[src/hw/rtl/mpfw_pkg.sv]
// Types and constants of the mono page frame buffer writer.
package mpfw_pkg;

   localparam int PANEL_WIDTH  = 128;
   localparam int PANEL_HEIGHT = 64;
   localparam int STORE_BYTES  = PANEL_WIDTH * PANEL_HEIGHT / 8;
   localparam int STORE_AW     = $clog2(STORE_BYTES);

   localparam int COLUMN_W   = 7;
   localparam int ROW_W      = 6;
   localparam int PIXEL_W    = 16;
   localparam int THRESH_W   = 13;
   localparam int LUMA_W     = 13;
   localparam int INDEX_W    = 10;
   localparam int BYTE_W     = 8;
   localparam int BIT_SEL_W  = 3;
   localparam int IDX_FULL_W = 12;

   localparam logic [IDX_FULL_W-1:0] WIDTH_LIMIT  = IDX_FULL_W'(PANEL_WIDTH);
   localparam logic [IDX_FULL_W-1:0] HEIGHT_LIMIT = IDX_FULL_W'(PANEL_HEIGHT);
   localparam logic [IDX_FULL_W-1:0] STORE_LIMIT  = IDX_FULL_W'(STORE_BYTES);
   localparam logic [STORE_AW-1:0]   STORE_LAST   = STORE_AW'(STORE_BYTES - 1);

   localparam logic [THRESH_W-1:0] THRESHOLD_RESET = THRESH_W'(1200);

   localparam logic [6:0] LUMA_R_WEIGHT = 7'd38;
   localparam logic [6:0] LUMA_G_WEIGHT = 7'd75;
   localparam logic [6:0] LUMA_B_WEIGHT = 7'd15;

   typedef enum logic {
      MODE_WRITE = 1'b0,
      MODE_READ  = 1'b1
   } mode_type;

   // Item held between the input side and the result register.
   typedef struct packed {
      mode_type                mode;
      logic                    in_frame;
      logic [IDX_FULL_W-1:0]   idx;
      logic [BIT_SEL_W-1:0]    bit_sel;
      logic [PIXEL_W-1:0]      pixel;
      logic                    flush_last;
      logic                    bypass;
      logic [BYTE_W-1:0]       bypass_data;
   } stage_type;

   typedef struct packed {
      logic [INDEX_W-1:0] byte_index;
      logic [BYTE_W-1:0]  byte_value;
      logic               frame_ready;
   } rsp_word_type;

endpackage

[src/hw/rtl/mpfw_byte_update.sv]
// RGB565 luma threshold and single-bit update of one frame buffer byte.
module mpfw_byte_update
   import mpfw_pkg::*;
(
   input  logic [PIXEL_W-1:0]   pixel,
   input  logic [THRESH_W-1:0]  threshold,
   input  logic [BIT_SEL_W-1:0] bit_sel,
   input  logic [BYTE_W-1:0]    old_byte,
   output logic [BYTE_W-1:0]    new_byte
);
   logic [LUMA_W-1:0] luma;
   logic [BYTE_W-1:0] mask;
   logic              lit;

   assign luma = LUMA_W'(pixel[15:11]) * LUMA_W'(LUMA_R_WEIGHT)
               + LUMA_W'(pixel[10:5])  * LUMA_W'(LUMA_G_WEIGHT)
               + LUMA_W'(pixel[4:0])   * LUMA_W'(LUMA_B_WEIGHT);
   assign lit  = luma > threshold;
   assign mask = BYTE_W'(1) << bit_sel;

   assign new_byte = lit ? (old_byte | mask) : (old_byte & ~mask);
endmodule

[config.mk]
export PLATFORM = sky130hd
export DESIGN_NAME = mpfw_byte_update
export DESIGN_NICKNAME = d
export VERILOG_FILES = /design/src/hw/rtl/mpfw_pkg.sv /design/src/hw/rtl/mpfw_byte_update.sv
export SDC_FILE = /design/constraint.sdc
export NUM_CORES = 1
export LEC_CHECK = 0
export BUFFER_PORTS_ARGS = -buffer_cell sky130_fd_sc_hd__clkbuf_2
export CORE_ASPECT_RATIO = 0.9
export CORE_MARGIN = 2
export CORE_UTILIZATION = 60
export DETAILED_ROUTE_END_ITERATION = 16
export PLACE_DENSITY = 0.87
export REMOVE_ABC_BUFFERS = 1
export SLEW_MARGIN = 40
export SYNTH_ARGS = -nofsm -noshare
export SYNTH_HDL_FRONTEND = slang
export SYNTH_SLANG_ARGS = --single-unit
export TNS_END_PERCENT = 1
[constraint.sdc]
create_clock -name vclk -period 8.85
set_clock_uncertainty 0.05 [all_clocks]
set_input_delay 0.885 -clock vclk [all_inputs]
set_output_delay 0.885 -clock vclk [all_outputs]
set_load 0.02 [all_outputs]
== Yosys cells after proc, flatten, opt, wreduce, memory -nomap -nowiden ==
Index checks and enable logic that the tools add are counted.
Word-level totals
  register bits: 0
Cells by class
  add/subtract/negate cells: 2
  multipliers: 3
  $lt $le $gt $ge: 1
  shift operators: 1
  muxes and demuxes: 1
  bitwise gates (word level): 3
Operator list (count)
  adder 11 x 13 -> 13 bit: 1
  adder 13 x 9 -> 13 bit: 1
  greater-than comparator 13 bit: 1
  multiplier 6 x 7 -> 13 bit, second input constant: 1
  multiplier 5 x 5 -> 10 bit, second input constant: 1
  multiplier 5 x 4 -> 9 bit, second input constant: 1
  bitwise AND 8 bit: 1
  two-way mux 8 bit: 1
  NOT 8 bit: 1
  OR 8 bit: 1
  left shift 1 x 3 -> 8 bit, first input constant: 1

== Longest topological paths before layout ==
  depth in word-level cells: 5
  depth in mapped cells: 21
  gate-level depth less buffers: 21

== Worst setup path before layout ==
OpenSTA, ideal clock, no wires.
  path kind: input-to-output
  from: input port pixel[11]
  to: output port new_byte[0]
  data arrival time: 6.024 ns
  required time: 7.915 ns
  slack: 1.891 ns
  stages on the path: 21
  cells stage by stage: ha_1 ha_1 ha_1 a21o_1 a2111oi_0 a211oi_1 ha_1 fa_1 inv_1 fa_1 inv_1 ha_1 and3_1 nor4_1 a311oi_1 xor2_1 ha_1 and4_1 nand4_1 mux2i_1 a31oi_1
On the way
  cells in the longest elaborated chain, start to end: 5
Ends and longest elaborated chain
  start: declaration: RTL line mpfw_byte_update.sv:5  | input logic [PIXEL_W-1:0] pixel,
  multiplier 5 x 5 -> 10 bit: RTL line mpfw_byte_update.sv:15  | assign luma = LUMA_W'(pixel[15:11]) * LUMA_W'(LUMA_R_WEIGHT)
  adder 11 x 13 -> 13 bit: RTL line mpfw_byte_update.sv:16  | + LUMA_W'(pixel[10:5]) * LUMA_W'(LUMA_G_WEIGHT)
  adder 13 x 9 -> 13 bit: RTL line mpfw_byte_update.sv:17  | + LUMA_W'(pixel[4:0]) * LUMA_W'(LUMA_B_WEIGHT);
  greater-than comparator 13 bit: RTL line mpfw_byte_update.sv:18  | assign lit = luma > threshold;
  two-way mux 8 bit: RTL line mpfw_byte_update.sv:21  | assign new_byte = lit ? (old_byte | mask) : (old_byte & ~mask);
  end: declaration: RTL line mpfw_byte_update.sv:9  | output logic [BYTE_W-1:0] new_byte
No other way between the ends.

== Worst setup path in the final report ==
  from: input port pixel[11]
  to: output port new_byte[4]
Same word-level chain as after synthesis.

==> reports/metrics.csv <==
metric,value,unit
num_antenna_cells,0,
grt_pass1_vias,2212,
num_vias,2177,
min_period,7.68,ns
cp_max_fo,8,
ios,48,
wire_per_inst,12.8,µm
drtAntennaViolNets,0,
relSlewSlack,60.1,%
std_cell_rows,22,
fillers,319,
clock.fmax,130,MHz
synth_top_area_share,32.0,%
die_h,67.1,µm
total_leakage_power,0.00171,µW
path_class,primary input to primary output,
critPathMaxStageDelay,0.52,ns
timing.setup.tns,0,ns
drtIter0Drc,63,
critPathLaunchType,primary input,
yosysSeqAreaShare,0,%
yosysWarnings,0,
final_max_slew_viol_count,0,
cts_setup_buffers,0,
worstPathCellList,clkbuf_2 -> ha_1 -> ha_1 -> ha_1 -> a21o_1 -> a2111oi_0 -> a211oi_1 -> ha_1 -> fa_1 -> inv_1 -> fa_1 -> inv_1 -> ha_1 -> and3_1 -> nor4_1 -> a311oi_1 -> xor2_1 -> ha_1 -> and4_1 -> nand4_1 -> mux2i_1 -> a31oi_1 -> clkbuf_2,
detail_route.first_pass.iterations,5,
rsz0062_at_grt,false,
drive_gt1_share,15.6,%
ir_drop,0.000266,V
max_slew.worst_pin.slew,0.594,ns
grt_first_pass_wirelength,9.30,mm
design.die.area,0.00498,mm²
p_sw_share,56.7,%
finalHoldViolCount,0,
hold_start,old_byte[2],
cp.required,7.92,ns
synth_top_cell_by_area,ha_1,
cap_violations,0,
dpl_cell_area,0.00297,mm²
synth.most_common_cell,inv_1,
antenna_found_initial,0,
cp_common_cell,ha_1,
end_kind,primary output,
layout.nets,491,
hpwl,4.76,mm
p_clk_share,0,%
p_switching,636,µW
synth_area,0.00266,mm²
final_area,0.00297,mm²
synth_common_cells,"inv_1, ha_1, fa_1",
place_congestion,0.827,
area_growth,11.7,%
p_int,487,µW
p_per_area,379,mW/mm²
ys_types,41,
grt_start_max_net_pins,9,
pwr-share-seq,0,%
multi_input_comb_area,0.00235,mm²
critPathSlowestCell,fa_1,
holdWs,2.11,ns
fin_crit_sh,86.7,%
setup_violations,0,
cts_hold_buf,0,
arrival,6.74,ns
avgSynthCellArea,8.85,µm²
synth.area.top_cells,"ha_1, fa_1, inv_1",
register_area,0,µm²
drc,0,
die_w,74.1,µm
routed_wl,5.21,mm
combPwrFrac,100.0,%
vias_per_cell,5.35,
cts_resized,0,
clock_buffers,0,
synthCells,300,
grt_usage,23.1,%
grt_overflow_total,0,
startpoint,pixel[11],
coreArea,0.00416,mm²
initial_core_util,63.9,%
io_buffers,48,
status,"finished, final reports clean",
seq_cell_count,0,
min-delay-path-class,primary input to primary output,
==> critical path, delay by kind of cell <==
family          cells  cell delay [ns]
fa+ha+maj           8             2.93
simple gates        4             1.16
compound gates      5             0.93
buf+inv             4             0.41
mux                 1             0.25
xor+xnor            1             0.17
==> metal layers <==
metal	up-vias	global-route usage, %	part of all wire [%]
li1	1103	-	-
met1	1045	33.0	48
met2	29	41.5	50
met4	0	0.455	0
met3	0	0.605	1.8
met5	-	0	0
==> cell type report <==
| type | instances | area share, % |
|---|---|---|
| inverter | 81 | 10.2 |
| multi-input combinational | 218 | 79.1 |
| tap | 60 | 2.53 |
| timing repair buffer | 48 | 8.09 |
==> kinds of logic after synthesis <==
group                      synth area share (%)
buffers and inverters                      11.6
adders and majority gates                  57.7
xor gates and xnor gates                   3.96
muxes                                      3.01
and+or+nand+nor                            11.3
AOI/OAI and AO/OA                          12.5
==> layout by cell type, fill, tap and decap left out, types with 2 or more instances in the layout <==
master / count
o21ai_0: 2
and4_1: 3
nand3b_1: 4
o2111ai_1: 2
clkbuf_2: 48
a2111oi_0: 2
nand3_1: 5
nor2_1: 11
o21a_1: 2
nand2_1: 5
mux2i_1: 8
a21o_1: 4
and3_1: 2
fa_1: 34
nor3_1: 6
inv_1: 81
a211oi_1: 2
a21oi_1: 9
nor2b_1: 7
a31oi_1: 9
nor4_1: 2
nor3b_1: 3
ha_1: 68
xnor2_1: 6
xor2_1: 6
==> power by group through the flow <==
| stage | combinational (µW) | clock (µW) | sequential (µW) |
|---|---|---|---|
| CTS | 1130 | 0 | 0 |
| finish | 1120 | 0 | 0 |
| global route | 1300 | 0 | 0 |
| global placement | 1060 | 0 | 0 |
| floorplan | 888 | 0 | 0 |
| detailed placement | 1120 | 0 | 0 |
==> final timing paths <==
check                     end  slack [ns]  cells past startpoint
hold / removal    new_byte[2]        2.11                      4
setup / recovery  new_byte[4]        1.17                     23
==> through the flow <==
step                      utilization, %  setup WS, ns  instances  power, µW
after floorplan                        -          1.89        299        888
after detailed placement            71.4          1.23        407       1120
after CTS                           71.4          1.23        407       1130
after global placement              71.4          1.42        407       1060
final                               71.4          1.17        407       1120
after global routing                71.4         0.908        407       1300
Note: power is estimated with default switching activity, not from simulation.
